[src/rtl/glyph_rasterizer_4x5_top_assert.svh]
// Assertion macros for the glyph rasterizer top level.
`ifndef GLYPH_RASTERIZER_4X5_TOP_ASSERT_SVH
`define GLYPH_RASTERIZER_4X5_TOP_ASSERT_SVH

`ifndef SYNTHESIS
// same-cycle implication, checked out of reset
`define GR_ASSERT_IMP(label, clk, rst_n, ante, cons, msg) \
  label: assert property (@(posedge clk) disable iff (!rst_n) (ante) |-> (cons)) \
    else $error(msg);
// next-cycle implication, checked out of reset
`define GR_ASSERT_NXT(label, clk, rst_n, ante, cons, msg) \
  label: assert property (@(posedge clk) disable iff (!rst_n) (ante) |=> (cons)) \
    else $error(msg);
`else
`define GR_ASSERT_IMP(label, clk, rst_n, ante, cons, msg)
`define GR_ASSERT_NXT(label, clk, rst_n, ante, cons, msg)
`endif

`endif

[src/rtl/gr4x5_pkg.sv]
// Shared constants, types and font ROM for the glyph rasterizer.
`timescale 1ns / 1ps
package gr4x5_pkg;

  // glyph geometry
  localparam int GLYPH_ROWS        = 5;
  localparam int GLYPH_COLS        = 4;
  localparam int GLYPH_DOTS        = GLYPH_ROWS * GLYPH_COLS;
  localparam int GLYPH_ADVANCE_DEF = 5;

  // field widths
  localparam int CHAR_W   = 8;
  localparam int COORD_W  = 16;
  localparam int ORG_W    = 12;
  localparam int SCALE_W  = 5;
  localparam int COLOR_W  = 32;
  localparam int GIDX_W   = 6;
  localparam int COL_W    = $clog2(GLYPH_COLS);
  localparam int SCALE_MAX = (1 << SCALE_W) - 1;
  localparam int XOFF_W   = $clog2((GLYPH_COLS - 1) * SCALE_MAX + 1);
  localparam int YOFF_W   = $clog2((GLYPH_ROWS - 1) * SCALE_MAX + 1);

  // APB register map
  localparam int APB_ADDR_W = 4;
  localparam int APB_DATA_W = 32;
  localparam int REG_IDX_W  = 2;
  localparam logic [REG_IDX_W-1:0] REG_ORIGIN_X    = 2'd0;
  localparam logic [REG_IDX_W-1:0] REG_ORIGIN_Y    = 2'd1;
  localparam logic [REG_IDX_W-1:0] REG_PIXEL_SCALE = 2'd2;
  localparam logic [REG_IDX_W-1:0] REG_DRAW_COLOR  = 2'd3;

  localparam logic [SCALE_W-1:0] SCALE_RESET = 5'd1;
  localparam logic [COLOR_W-1:0] COLOR_RESET = 32'hFFFF_FFFF;

  typedef enum logic {
    ST_IDLE,
    ST_SCAN
  } state_t;

  // controller to datapath
  typedef struct packed {
    logic load;    // latch a new character beat
    logic step;    // move on to the next glyph dot
    logic emit;    // load the output register with the current dot
    logic finish;  // advance the cursor, character done
  } cmd_t;

  // datapath to controller
  typedef struct packed {
    logic bit_set;     // current dot is lit
    logic rest_empty;  // no lit dot after the current one
    logic out_free;    // output register can take a beat this cycle
  } sts_t;

  // fold lower case and map a character byte to its font slot (0 = blank)
  function automatic logic [GIDX_W-1:0] glyph_index(input logic [CHAR_W-1:0] ch);
    logic [CHAR_W-1:0] up;
    logic [GIDX_W-1:0] idx;
    up = ch;
    if (ch >= 8'd97 && ch <= 8'd122) up = ch - 8'd32;
    case (up) inside
      [8'd65:8'd90]: idx = GIDX_W'(up - 8'd64);
      [8'd48:8'd57]: idx = GIDX_W'(up - 8'd21);
      8'd46:         idx = GIDX_W'(37);
      8'd44:         idx = GIDX_W'(38);
      8'd45:         idx = GIDX_W'(39);
      8'd58:         idx = GIDX_W'(40);
      8'd33:         idx = GIDX_W'(41);
      8'd39:         idx = GIDX_W'(42);
      8'd64:         idx = GIDX_W'(43);
      default:       idx = '0;
    endcase
    return idx;
  endfunction

  // font rows packed with the top row in the low nibble, bit 3 = left column
  function automatic logic [GLYPH_DOTS-1:0] font_rows(input logic [GIDX_W-1:0] idx);
    logic [GLYPH_DOTS-1:0] rows;
    case (idx)
      6'd1:    rows = 20'h99F96;  // A
      6'd2:    rows = 20'hE9E9E;
      6'd3:    rows = 20'h78887;
      6'd4:    rows = 20'hE999E;
      6'd5:    rows = 20'hF8E8F;
      6'd6:    rows = 20'h88E8F;
      6'd7:    rows = 20'h79B87;
      6'd8:    rows = 20'h99F99;
      6'd9:    rows = 20'hE444E;
      6'd10:   rows = 20'h69113;
      6'd11:   rows = 20'h9ACA9;
      6'd12:   rows = 20'hF8888;
      6'd13:   rows = 20'h99FF9;
      6'd14:   rows = 20'h99BD9;
      6'd15:   rows = 20'h69996;
      6'd16:   rows = 20'h88E9E;
      6'd17:   rows = 20'h7B996;
      6'd18:   rows = 20'h9AE9E;
      6'd19:   rows = 20'hE1687;
      6'd20:   rows = 20'h4444F;
      6'd21:   rows = 20'h69999;
      6'd22:   rows = 20'h66999;
      6'd23:   rows = 20'h9FF99;
      6'd24:   rows = 20'h99699;
      6'd25:   rows = 20'h44699;
      6'd26:   rows = 20'hF421F;  // Z
      6'd27:   rows = 20'h69996;  // 0
      6'd28:   rows = 20'h72262;
      6'd29:   rows = 20'hF861E;
      6'd30:   rows = 20'hE161E;
      6'd31:   rows = 20'h11F99;
      6'd32:   rows = 20'hE1E8F;
      6'd33:   rows = 20'h69E87;
      6'd34:   rows = 20'h4421F;
      6'd35:   rows = 20'h69696;
      6'd36:   rows = 20'hE1796;  // 9
      6'd37:   rows = 20'h22000;  // period
      6'd38:   rows = 20'h42000;  // comma
      6'd39:   rows = 20'h00E00;  // dash
      6'd40:   rows = 20'h02020;  // colon
      6'd41:   rows = 20'h20222;  // bang
      6'd42:   rows = 20'h00022;  // apostrophe
      6'd43:   rows = 20'h78B96;  // at sign
      default: rows = '0;
    endcase
    return rows;
  endfunction

  // reorder to scan order: bit (row*COLS + col), left column first
  function automatic logic [GLYPH_DOTS-1:0] scan_bits(input logic [GLYPH_DOTS-1:0] rows);
    logic [GLYPH_DOTS-1:0] bits;
    for (int r = 0; r < GLYPH_ROWS; r++) begin
      for (int c = 0; c < GLYPH_COLS; c++) begin
        bits[r*GLYPH_COLS + c] = rows[r*GLYPH_COLS + (GLYPH_COLS - 1 - c)];
      end
    end
    return bits;
  endfunction

endpackage

[src/rtl/glyph_rasterizer_4x5_top.sv]
// Top level of the 4x5 bitmap font glyph rasterizer.
//
//   port group  dir      handshake        carries
//   in_*        input    in_valid/ready   one character beat
//   out_*       output   out_valid/ready  one filled square beat
//   p*          APB      psel/penable     origin_x, origin_y, pixel_scale, draw_color
//
// A character beat is loaded, then its glyph dots are scanned in order up to and
// including its last lit dot, sequenced by the controller.
// A blank glyph emits nothing.
// A lit dot waits while the output register holds an untaken beat.
// Synchronous active-low reset; cursor resets to 0, no clearing pass.
`timescale 1ns / 1ps
`include "glyph_rasterizer_4x5_top_assert.svh"
module glyph_rasterizer_4x5_top #(
  parameter int GLYPH_ADVANCE = gr4x5_pkg::GLYPH_ADVANCE_DEF
) (
  input  logic                              clk,
  input  logic                              rst_n,
  input  logic                              in_valid,
  output logic                              in_ready,
  input  logic [gr4x5_pkg::CHAR_W-1:0]      in_char_code,
  input  logic                              in_text_start,
  output logic                              out_valid,
  input  logic                              out_ready,
  output logic [gr4x5_pkg::COORD_W-1:0]     out_rect_x,
  output logic [gr4x5_pkg::COORD_W-1:0]     out_rect_y,
  output logic [gr4x5_pkg::SCALE_W-1:0]     out_rect_size,
  output logic [gr4x5_pkg::COLOR_W-1:0]     out_rect_color,
  output logic                              out_last_of_char,
  input  logic                              psel,
  input  logic                              penable,
  input  logic                              pwrite,
  input  logic [gr4x5_pkg::APB_ADDR_W-1:0]  paddr,
  input  logic [gr4x5_pkg::APB_DATA_W-1:0]  pwdata,
  output logic [gr4x5_pkg::APB_DATA_W-1:0]  prdata,
  output logic                              pready
);

  logic [gr4x5_pkg::ORG_W-1:0]   cfg_origin_x;
  logic [gr4x5_pkg::ORG_W-1:0]   cfg_origin_y;
  logic [gr4x5_pkg::SCALE_W-1:0] cfg_pixel_scale;
  logic [gr4x5_pkg::COLOR_W-1:0] cfg_draw_color;
  gr4x5_pkg::cmd_t               ctrl_cmd;
  gr4x5_pkg::sts_t               dp_sts;

  gr4x5_regs u_regs (
    .clk         (clk),
    .rst_n       (rst_n),
    .psel        (psel),
    .penable     (penable),
    .pwrite      (pwrite),
    .paddr       (paddr),
    .pwdata      (pwdata),
    .prdata      (prdata),
    .pready      (pready),
    .origin_x    (cfg_origin_x),
    .origin_y    (cfg_origin_y),
    .pixel_scale (cfg_pixel_scale),
    .draw_color  (cfg_draw_color)
  );

  gr4x5_ctrl u_ctrl (
    .clk      (clk),
    .rst_n    (rst_n),
    .in_valid (in_valid),
    .in_ready (in_ready),
    .cmd      (ctrl_cmd),
    .sts      (dp_sts)
  );

  gr4x5_dp #(
    .GLYPH_ADVANCE (GLYPH_ADVANCE)
  ) u_dp (
    .clk              (clk),
    .rst_n            (rst_n),
    .cmd              (ctrl_cmd),
    .sts              (dp_sts),
    .in_char_code     (in_char_code),
    .in_text_start    (in_text_start),
    .origin_x         (cfg_origin_x),
    .origin_y         (cfg_origin_y),
    .pixel_scale      (cfg_pixel_scale),
    .draw_color       (cfg_draw_color),
    .out_valid        (out_valid),
    .out_ready        (out_ready),
    .out_rect_x       (out_rect_x),
    .out_rect_y       (out_rect_y),
    .out_rect_size    (out_rect_size),
    .out_rect_color   (out_rect_color),
    .out_last_of_char (out_last_of_char)
  );

  // one character in flight: no second beat right after an accept
  `GR_ASSERT_NXT(a_single_char, clk, rst_n, in_valid && in_ready, !in_ready, "beat accepted while busy")
  // a square is only written into a free output register
  `GR_ASSERT_IMP(a_emit_free, clk, rst_n, ctrl_cmd.emit, dp_sts.out_free, "output beat overwritten")
  // a new output beat always comes from an emit command
  `GR_ASSERT_IMP(a_out_source, clk, rst_n, $rose(out_valid), $past(ctrl_cmd.emit), "output valid without emit")

endmodule

[src/rtl/gr4x5_regs.sv]
// APB configuration registers of the glyph rasterizer.
`timescale 1ns / 1ps
module gr4x5_regs (
  input  logic                                clk,
  input  logic                                rst_n,
  input  logic                                psel,
  input  logic                                penable,
  input  logic                                pwrite,
  input  logic [gr4x5_pkg::APB_ADDR_W-1:0]    paddr,
  input  logic [gr4x5_pkg::APB_DATA_W-1:0]    pwdata,
  output logic [gr4x5_pkg::APB_DATA_W-1:0]    prdata,
  output logic                                pready,
  output logic [gr4x5_pkg::ORG_W-1:0]         origin_x,
  output logic [gr4x5_pkg::ORG_W-1:0]         origin_y,
  output logic [gr4x5_pkg::SCALE_W-1:0]       pixel_scale,
  output logic [gr4x5_pkg::COLOR_W-1:0]       draw_color
);

  logic [gr4x5_pkg::ORG_W-1:0]     origin_x_r;
  logic [gr4x5_pkg::ORG_W-1:0]     origin_y_r;
  logic [gr4x5_pkg::SCALE_W-1:0]   scale_r;
  logic [gr4x5_pkg::COLOR_W-1:0]   color_r;
  logic [gr4x5_pkg::REG_IDX_W-1:0] reg_idx;
  logic                            wr_en;

  assign reg_idx = paddr[gr4x5_pkg::APB_ADDR_W-1:2];
  assign wr_en   = psel && penable && pwrite;
  assign pready  = 1'b1;

  // register writes on the access phase
  always_ff @(posedge clk) begin
    if (!rst_n) begin
      origin_x_r <= '0;
      origin_y_r <= '0;
      scale_r    <= gr4x5_pkg::SCALE_RESET;
      color_r    <= gr4x5_pkg::COLOR_RESET;
    end else if (wr_en) begin
      case (reg_idx)
        gr4x5_pkg::REG_ORIGIN_X:    origin_x_r <= pwdata[gr4x5_pkg::ORG_W-1:0];
        gr4x5_pkg::REG_ORIGIN_Y:    origin_y_r <= pwdata[gr4x5_pkg::ORG_W-1:0];
        gr4x5_pkg::REG_PIXEL_SCALE: scale_r    <= pwdata[gr4x5_pkg::SCALE_W-1:0];
        gr4x5_pkg::REG_DRAW_COLOR:  color_r    <= pwdata[gr4x5_pkg::COLOR_W-1:0];
        default: ;
      endcase
    end
  end

  // read mux
  always_comb begin
    case (reg_idx)
      gr4x5_pkg::REG_ORIGIN_X:    prdata = gr4x5_pkg::APB_DATA_W'(origin_x_r);
      gr4x5_pkg::REG_ORIGIN_Y:    prdata = gr4x5_pkg::APB_DATA_W'(origin_y_r);
      gr4x5_pkg::REG_PIXEL_SCALE: prdata = gr4x5_pkg::APB_DATA_W'(scale_r);
      gr4x5_pkg::REG_DRAW_COLOR:  prdata = gr4x5_pkg::APB_DATA_W'(color_r);
      default:                    prdata = '0;
    endcase
  end

  assign origin_x    = origin_x_r;
  assign origin_y    = origin_y_r;
  assign pixel_scale = scale_r;
  assign draw_color  = color_r;

endmodule

[src/rtl/gr4x5_ctrl.sv]
// Controller FSM: accepts a character and walks its glyph dots.
`timescale 1ns / 1ps
module gr4x5_ctrl (
  input  logic              clk,
  input  logic              rst_n,
  input  logic              in_valid,
  output logic              in_ready,
  output gr4x5_pkg::cmd_t   cmd,
  input  gr4x5_pkg::sts_t   sts
);

  gr4x5_pkg::state_t state_r;
  gr4x5_pkg::state_t state_nxt;

  always_ff @(posedge clk) begin
    if (!rst_n) begin
      state_r <= gr4x5_pkg::ST_IDLE;
    end else begin
      state_r <= state_nxt;
    end
  end

  // next state and commands
  always_comb begin
    state_nxt = state_r;
    cmd       = '0;
    in_ready  = 1'b0;
    case (state_r)
      gr4x5_pkg::ST_IDLE: begin
        in_ready = 1'b1;
        if (in_valid) begin
          cmd.load  = 1'b1;
          state_nxt = gr4x5_pkg::ST_SCAN;
        end
      end
      gr4x5_pkg::ST_SCAN: begin
        // a lit dot waits for room in the output register
        if (!sts.bit_set || sts.out_free) begin
          cmd.step = 1'b1;
          cmd.emit = sts.bit_set;
          if (sts.rest_empty) begin
            cmd.finish = 1'b1;
            state_nxt  = gr4x5_pkg::ST_IDLE;
          end
        end
      end
      default: state_nxt = gr4x5_pkg::ST_IDLE;
    endcase
  end

endmodule

[src/rtl/gr4x5_dp.sv]
// Datapath: glyph shift register, dot offsets, cursor and output register.
`timescale 1ns / 1ps
module gr4x5_dp #(
  parameter int GLYPH_ADVANCE = gr4x5_pkg::GLYPH_ADVANCE_DEF
) (
  input  logic                              clk,
  input  logic                              rst_n,
  input  gr4x5_pkg::cmd_t                   cmd,
  output gr4x5_pkg::sts_t                   sts,
  input  logic [gr4x5_pkg::CHAR_W-1:0]      in_char_code,
  input  logic                              in_text_start,
  input  logic [gr4x5_pkg::ORG_W-1:0]       origin_x,
  input  logic [gr4x5_pkg::ORG_W-1:0]       origin_y,
  input  logic [gr4x5_pkg::SCALE_W-1:0]     pixel_scale,
  input  logic [gr4x5_pkg::COLOR_W-1:0]     draw_color,
  output logic                              out_valid,
  input  logic                              out_ready,
  output logic [gr4x5_pkg::COORD_W-1:0]     out_rect_x,
  output logic [gr4x5_pkg::COORD_W-1:0]     out_rect_y,
  output logic [gr4x5_pkg::SCALE_W-1:0]     out_rect_size,
  output logic [gr4x5_pkg::COLOR_W-1:0]     out_rect_color,
  output logic                              out_last_of_char
);

  localparam int ADV_W  = $clog2(GLYPH_ADVANCE + 1);
  localparam int PROD_W = gr4x5_pkg::SCALE_W + ADV_W;
  localparam int SUM_W  = gr4x5_pkg::COORD_W + 1;

  logic [gr4x5_pkg::GLYPH_DOTS-1:0] glyph_r;
  logic [gr4x5_pkg::COL_W-1:0]      col_r;
  logic [gr4x5_pkg::XOFF_W-1:0]     xoff_r;
  logic [gr4x5_pkg::YOFF_W-1:0]     yoff_r;
  logic [gr4x5_pkg::COORD_W-1:0]    cursor_r;
  logic                             out_valid_r;
  logic [gr4x5_pkg::COORD_W-1:0]    out_x_r;
  logic [gr4x5_pkg::COORD_W-1:0]    out_y_r;
  logic [gr4x5_pkg::SCALE_W-1:0]    out_size_r;
  logic [gr4x5_pkg::COLOR_W-1:0]    out_color_r;
  logic                             out_last_r;

  logic [SUM_W-1:0]                 x_sum;
  logic [gr4x5_pkg::COORD_W-1:0]    dot_x;
  logic [gr4x5_pkg::COORD_W-1:0]    dot_y;
  logic [PROD_W-1:0]                adv_len;
  logic [SUM_W-1:0]                 cur_sum;

  // status back to the controller
  assign sts.bit_set    = glyph_r[0];
  assign sts.rest_empty = (glyph_r[gr4x5_pkg::GLYPH_DOTS-1:1] == '0);
  assign sts.out_free   = !out_valid_r || out_ready;

  // dot coordinates, x saturates
  assign x_sum = {1'b0, cursor_r} + SUM_W'(xoff_r);
  assign dot_x = x_sum[SUM_W-1] ? '1 : x_sum[gr4x5_pkg::COORD_W-1:0];
  assign dot_y = gr4x5_pkg::COORD_W'(origin_y) + gr4x5_pkg::COORD_W'(yoff_r);

  // cursor advance, saturating
  assign adv_len = PROD_W'(pixel_scale) * PROD_W'(GLYPH_ADVANCE);
  assign cur_sum = {1'b0, cursor_r} + SUM_W'(adv_len);

  // glyph bits and dot offsets
  always_ff @(posedge clk) begin
    if (cmd.load) begin
      glyph_r <= gr4x5_pkg::scan_bits(
                   gr4x5_pkg::font_rows(gr4x5_pkg::glyph_index(in_char_code)));
      col_r   <= '0;
      xoff_r  <= '0;
      yoff_r  <= '0;
    end else if (cmd.step) begin
      glyph_r <= glyph_r >> 1;
      if (col_r == gr4x5_pkg::COL_W'(gr4x5_pkg::GLYPH_COLS - 1)) begin
        col_r  <= '0;
        xoff_r <= '0;
        yoff_r <= yoff_r + gr4x5_pkg::YOFF_W'(pixel_scale);
      end else begin
        col_r  <= col_r + 1'b1;
        xoff_r <= xoff_r + gr4x5_pkg::XOFF_W'(pixel_scale);
      end
    end
  end

  // text cursor
  always_ff @(posedge clk) begin
    if (!rst_n) begin
      cursor_r <= '0;
    end else if (cmd.load && in_text_start) begin
      cursor_r <= gr4x5_pkg::COORD_W'(origin_x);
    end else if (cmd.finish) begin
      cursor_r <= cur_sum[SUM_W-1] ? '1 : cur_sum[gr4x5_pkg::COORD_W-1:0];
    end
  end

  // output register
  always_ff @(posedge clk) begin
    if (!rst_n) begin
      out_valid_r <= 1'b0;
    end else if (cmd.emit) begin
      out_valid_r <= 1'b1;
    end else if (out_ready) begin
      out_valid_r <= 1'b0;
    end
  end

  always_ff @(posedge clk) begin
    if (cmd.emit) begin
      out_x_r     <= dot_x;
      out_y_r     <= dot_y;
      out_size_r  <= pixel_scale;
      out_color_r <= draw_color;
      out_last_r  <= sts.rest_empty;
    end
  end

  assign out_valid        = out_valid_r;
  assign out_rect_x       = out_x_r;
  assign out_rect_y       = out_y_r;
  assign out_rect_size    = out_size_r;
  assign out_rect_color   = out_color_r;
  assign out_last_of_char = out_last_r;

endmodule
[config.mk]
export PLATFORM = sky130hd
export DESIGN_NAME = glyph_rasterizer_4x5_top
export DESIGN_NICKNAME = d
export VERILOG_FILES = /design/src/rtl/gr4x5_pkg.sv /design/src/rtl/glyph_rasterizer_4x5_top.sv /design/src/rtl/gr4x5_regs.sv /design/src/rtl/gr4x5_ctrl.sv /design/src/rtl/gr4x5_dp.sv
export VERILOG_INCLUDE_DIRS = /design/src /design/src/rtl
export SDC_FILE = /design/constraint.sdc
export NUM_CORES = 1
export LEC_CHECK = 0
export ABC_AREA = 1
export ABC_CLOCK_PERIOD_IN_PS = 3500
export BUFFER_PORTS_ARGS = -buffer_cell sky130_fd_sc_hd__buf_2
export CORE_AREA = 5 5 147 149
export DETAILED_ROUTE_END_ITERATION = 10
export DIE_AREA = 0 0 152 154
export PLACE_DENSITY = 0.84
export SETUP_SLACK_MARGIN = 0.5
export SYNTH_ARGS = -nofsm -noshare
export SYNTH_HDL_FRONTEND = slang
export SYNTH_SLANG_ARGS = --single-unit
[constraint.sdc]
create_clock -name clk -period 3.5 [get_ports clk]
set_input_delay 0.175 -clock clk [delete_from_list [all_inputs] [get_ports clk]]
set_output_delay 0.175 -clock clk [all_outputs]
set_load 0.01 [all_outputs]
[Word level (Yosys, flattened, before mapping)]
Memories as Yosys holds them, arrays and structs flattened.
Index checks and enable logic that the tools add are counted.
Cells by class
  shift-type cells: 0
  div/mod/pow operators: 0
  reductions and logical operators: 21
  multiply operators: 1
  bitwise logic cells: 2
  order comparisons: 6
  add/subtract/negate cells: 9
  muxes and demuxes: 31
  eq/ne operators: 11
Operator list (count)
  32-bit one-hot mux with 4 select lines: 1
  6-bit 2-to-1 mux: 10
  8-bit by 6-bit equality test with 1-bit output (second input constant): 6
  20-bit 2-to-1 mux: 2
  12-bit 2-to-1 mux: 2
  19-bit logical NOT: 1
  16-bit by 7-bit adder with 17-bit output: 1
  16-bit by 8-bit adder with 17-bit output: 1
  8-bit by 7-bit greater-or-equal comparator with 1-bit output (second input constant): 2
  8-bit by 7-bit less-or-equal comparator with 1-bit output (second input constant): 2
  16-bit 2-to-1 mux: 1
  8-bit 2-to-1 mux: 2
  7-bit by 5-bit adder with 7-bit output: 2
  12-bit by 7-bit adder with 13-bit output: 1
  2-bit AND reduction: 5
  8-bit by 7-bit equality test with 1-bit output (second input constant): 1
  8-bit by 6-bit greater-or-equal comparator with 1-bit output (second input constant): 1
  8-bit by 6-bit less-or-equal comparator with 1-bit output (second input constant): 1
  5-bit by 3-bit multiplier with 8-bit output (second input constant): 1
  1-bit 2-to-1 mux: 8
  8-bit by 6-bit subtractor with 8-bit output (second input constant): 1
  7-bit 2-to-1 mux: 1
  2-bit equality test (second input constant): 3
  1-bit logical AND: 6
  other kinds (13): 19
Word-level totals
  input bits: 52
  ROM bits: 1280
  memory bits (writable): 0
  bits in latches: 0
  memories: 1
  bits in registers: 185
  logic and storage cells: 99
Memory list
  (no name shown): depth 64, width 20, read ports 1, clocked after memory_dff 0, wr ports 0, RTL line gr4x5_pkg.sv:79  | case (idx)

[Logic depth before layout (Yosys ltp)]
An unclocked memory read counts as a cell.
  depth in word-level cells: 17
  depth in mapped cells: 27
  gate-level depth less buffers: 27

[Modules after synthesis]
A second synthesis with hierarchy kept.
Second synthesis, totals
  cell total of the unflattened synthesis: 1357
  area total of the unflattened synthesis: 10570.1 um2
By module, submodules not included
  gr4x5_dp: sequential area each 3273.1 um2, instances 1, cells each 918, area an instance 7714.9 um2
  gr4x5_regs: sequential area each 1221.2 um2, instances 1, cells each 423, area an instance 2773.9 um2
  gr4x5_ctrl: sequential area each 20.0 um2, instances 1, cells each 16, area an instance 81.3 um2

[Worst setup path after synthesis]
OpenSTA, ideal clock, no wires.
  kind: register to register
  from: reg u_dp.out_valid_r, in the netlist u_dp.out_valid
  to: reg u_dp.out_last_r, in the netlist u_dp.out_last_of_char (enable)
  period minus slack after synthesis: 3.771 ns
  arrival: 3.276 ns
  cell stages (with the launch flop): 4
  path buffers: 0
  setup slack: -0.271 ns
  cell sequence: dfxtp_1 -> inv_1 -> nor2_1 -> nor2_1
RTL lines
  start, declared: RTL line gr4x5_dp.sv:34  | logic out_valid_r;
  start signal, assigned: RTL line gr4x5_dp.sv:96  | out_valid_r <= 1'b0;
  start signal, assigned: RTL line gr4x5_dp.sv:98  | out_valid_r <= 1'b1;
  start signal, assigned: RTL line gr4x5_dp.sv:100  | out_valid_r <= 1'b0;
  end signal, assigned: RTL line gr4x5_dp.sv:110  | out_last_r <= sts.rest_empty;
  end, declared: RTL line gr4x5_dp.sv:39  | logic out_last_r;

[Worst setup path after layout]
  from: reg u_regs.scale_r, in the netlist u_regs.pixel_scale[1]
  to: reg u_dp.cursor_r[4] (netlist name)
On the way
  cells in the longest elaborated chain, start to end: 5
Ends and longest elaborated chain
  start, declared: RTL line gr4x5_regs.sv:21  | logic [gr4x5_pkg::SCALE_W-1:0] scale_r;
  start signal, assigned: RTL line gr4x5_regs.sv:35  | scale_r <= gr4x5_pkg::SCALE_RESET;
  start signal, assigned: RTL line gr4x5_regs.sv:41  | gr4x5_pkg::REG_PIXEL_SCALE: scale_r <= pwdata[gr4x5_pkg::SCALE_W-1:0];
  5-bit by 3-bit multiplier with 8-bit output: RTL line gr4x5_dp.sv:58  | assign adv_len = PROD_W'(pixel_scale) * PROD_W'(GLYPH_ADVANCE);
  16-bit by 8-bit adder with 17-bit output: RTL line gr4x5_dp.sv:59  | assign cur_sum = {1'b0, cursor_r} + SUM_W'(adv_len);
  16-bit 2-to-1 mux: RTL line gr4x5_dp.sv:89  | cursor_r <= cur_sum[SUM_W-1] ? '1 : cur_sum[gr4x5_pkg::COORD_W-1:0];
  12-bit 2-to-1 mux: RTL line gr4x5_dp.sv:88  | end else if (cmd.finish) begin
  12-bit 2-to-1 mux: RTL line gr4x5_dp.sv:86  | end else if (cmd.load && in_text_start) begin
  end signal, assigned: RTL line gr4x5_dp.sv:87  | cursor_r <= gr4x5_pkg::COORD_W'(origin_x);
  end signal, assigned: RTL line gr4x5_dp.sv:89
  end, declared: RTL line gr4x5_dp.sv:33  | logic [gr4x5_pkg::COORD_W-1:0] cursor_r;
Every way passes these cells. The select of a mux whose other input is x is not followed.
A chain may end at the register's enable or synchronous reset.

==> results by group <==
Timing
  – Max-slew headroom: 40.0%
  – RSZ-0062 raised after global routing: true
  – Minimum clock period: 3230 ps
  – Final Skew: 10.6 ps
  – Fin crit share: 92.4%
  – Max Freq: 309 MHz
  – Fin. Hold Viols: 0
  – Fin Setup TNS: 0 ps
  – Final setup fails: 0
  – Least-Margin Pin Slew: 897 ps
  – Pins Over Slew Limit: 0

Clock tree
  – Depth of the CTS H-tree: 4
  – Skew-Pair Late Insertion Delay: 430 ps
  – Clock tree buffer depth: 2
  – Root Buffer: clkbuf_16
  – CTS tree: done
  – Worst-path clk slew: 70 ps
  – Clock sink count: 182
  – CTS Buf Count: 17

Critical path
  – Slowest-stage cell, CP: fa_2
  – Worst EP required: 3810 ps
  – Worst EP arrival: 3540 ps
  – Crit. End Element: flip-flop
  – Crit path cell chain: ha_4 -> inv_2 -> fa_2 -> inv_2 -> ha_4 -> a21oi_4 -> nand2_2 -> a21oi_4 -> o21bai_4 -> a21oi_2 -> inv_2 -> nand2_2 -> nand2_4 -> inv_4 -> nor2_4 -> clkinv_4 -> nand2_8 -> o22ai_4 -> a21oi_2
  – WP buf/inv: 5
  – Worst stage delay on the critical path: 590 ps
  – Crit-path max FO: 5
  – Startpoint Class: flip-flop
  – CP top delay family: adder cells
  – CP Class: flip-flop to flip-flop
  – Crit-path most repeated cell: inv_2

Drt
  – Vias: 10146
  – Iteration-0 DRC Markers: 1136
  – Post-Route WL: 32600 um
  – DRT Pass-1 Iters: 7
  – Vias per cell: 5.85
  – DR WL/cell: 18.8 um
  – Drt drc: 0
  – Post-route ant nets: 0

Placement
  – Dpl cells: 1665
  – Port buffer count: 150
  – GP Congestion: 0.957
  – Post-DP HPWL: 20300 um
  – DP Area: 11200 um^2

Power
  – Clk pwr share: 35.2%
  – Sw Ratio: 31.1%
  – Total power: 5340 uW
  – P_sw: 1660 uW
  – Seq pwr share: 45.8%
  – Pleak: 0.00564 uW
  – Power per cell area: 425 nW/um^2
  – Max IR drop VDD: 0.000351 V
  – Internal power: 3680 uW
  – Comb pwr share: 19.0%

Cells and area
  – Share of layout cells above drive strength 1: 23.4%
  – Fin nets: 1565
  – Ant diodes: 0
  – Cell area after layout: 12500 um^2
  – Fin cells: 1735
  – P&R area growth vs syn: 22.6%

Yosys
  – Yosys warnings: 0
  – Area of the mapped netlist: 10200 um^2
  – Count of different cell masters after synthesis: 45
  – Synthesized flop and latch total: 182
  – Syn avg cell area: 8.06 um^2
  – Synth Instances: 1270
  – Sequential element share of the synthesized area: 44.1%

Die
  – Die Ht: 154 um
  – Die X: 152 um
  – Die ar.: 23400 um^2
  – Initial Utilization: 51.1%
  – CORE AREA: 20000 um^2
  – FP Rows: 52
  – Io pins: 157

Global routing
  – Overflow after GRT: 0
  – Vias in the first global route: 9613
  – Global-route wire length before repair: 48800 um
  – GRT Total Usage: 25.0%
  – Largest net degree at the start of global routing: 69
  – Initial antenna violation count: 0

Min path
  – Hold Crit Class: input pin to flip-flop

Run status
  – Status: completed

Job
  – Max capacitance violation total: 0
final timing paths:
check                                            from                 endpoint  slack, ps  cells after the start
worst min-delay path                        pwdata[8]     u_regs.draw_color[8]          9                      3
worst min register to register  u_regs.draw_color[15]  u_dp.out_rect_color[15]        440                      0
worst max register to register  u_regs.pixel_scale[1]         u_dp.cursor_r[4]        270                     19
worst max-delay path            u_regs.pixel_scale[1]         u_dp.cursor_r[4]        270                     19
sequential cells by signal, indices dropped and copies added, names as in the netlist, 2 cells and up:
register and count:
u_regs.pixel_scale 5, u_dp.out_rect_size 5, u_dp.out_rect_x 16, u_regs.draw_color 32, u_dp.col_r 2, u_regs.origin_x 12
u_dp.out_rect_y 13, u_dp.glyph_r 20, u_dp.out_rect_color 32, u_dp.cursor_r 16, u_regs.origin_y 12, u_dp.xoff_r 7
u_dp.yoff_r 7
power groups by stage:
stage | sequential [uW] | combinational, uW | clock [uW]
4_1_cts | 2440 | 923 | 1880
5_1_grt | 2450 | 1110 | 1980
3_3_place_gp | 2480 | 869 | 0
3_5_place_dp | 2480 | 883 | 0
2_1_floorplan | 2490 | 591 | 0
6_report | 2440 | 1010 | 1880
stage by stage:
stage	utilization (%)	setup WS [ps]	hold slack [ps]
after global placement	56.1	187	404
after floorplan	-	520	301
after global routing	62.6	219	14.5
final	62.6	265	8.86
after detailed placement	56.1	110	397
after CTS	60.8	502	1.00
cells in the mapped netlist, drive strengths merged:
library cell	count	area [um^2]
nand2	268	1060
a21oi	85	425
buf	19	158
dfxtp	95	1900
o211ai	30	225
nand3b	1	7.51
o22ai	12	75.1
a31oi	4	25.0
or2	4	25.0
clkinv	2	7.51
o221ai	2	17.5
a32o	2	20.0
and3	1	6.26
nor4	5	31.3
nand3	108	551
conb	2	7.51
o21a	1	7.51
o31ai	1	7.51
xor2	25	219
nor3	17	85.1
o21ai	87	447
nand4	13	81.3
clkbuf	31	116
fa	8	160
xnor2	5	43.8
a211oi	5	37.5
ha	53	663
nor2	156	641
o21bai	5	48.8
o2111ai	1	8.76
inv	135	509
edfxtp	87	2610
per-layer routing:
layer / vias to the layer above / part of all wire, % / global-route usage [%]
met1: 4700 / 37 / 30.2
li1: 4629 / - / -
met2: 671 / 49 / 43.4
met5: - / 0 / 0
met4: 0 / 5.6 / 11.7
met3: 146 / 8.8 / 4.38
layout by cell type (no fill, tap or decap), types with 30 or more instances in the layout:
| master | count |
|---|---|
| nand3_1 | 102 |
| ha_1 | 47 |
| o211ai_1 | 30 |
| edfxtp_1 | 87 |
| nand2_1 | 241 |
| inv_1 | 115 |
| a21oi_1 | 76 |
| nor2_1 | 132 |
| dfxtp_1 | 91 |
| buf_4 | 42 |
| o21ai_0 | 72 |
| buf_2 | 150 |
tightest hold or removal path, cell delays in order:
cell,delay [ps]
buf_2,110
nand2_1,60
nand3_1,70
logic make-up (layout without fill, tap and decap cells):
| group | Yosys count | after routing | share of synthesized area (%) |
|---|---|---|---|
| simple gates | 573 | 575 | 24.3 |
| compound gates | 235 | 235 | 13.1 |
| buf+inv | 187 | 378 | 7.73 |
| flops | 182 | 182 | 44.1 |
| fa+ha+maj | 61 | 61 | 8.05 |
| xor+xnor | 30 | 30 | 2.57 |
| other cells | 2 | 4 | 0.0734 |
timing repair:
action,CTS,global route
cloned,1,1
hold endpoints to repair,15,0
gates resized for setup,27,70
endpoints found under the setup margin,15,36
hold buffers,15,0
pin swaps,15,31
setup buffers,8,13
final cells by class:
cell class | count | area (um^2)
fillers | 1528 | 7490
multi-input cells | 905 | 5340
flip-flops and latches | 182 | 4520
repair buffers | 209 | 1240
inverters | 137 | 527
clock buffers | 17 | 425
well taps | 270 | 338
clock inverters | 15 | 158
Power figures use the tool's default switching activity.
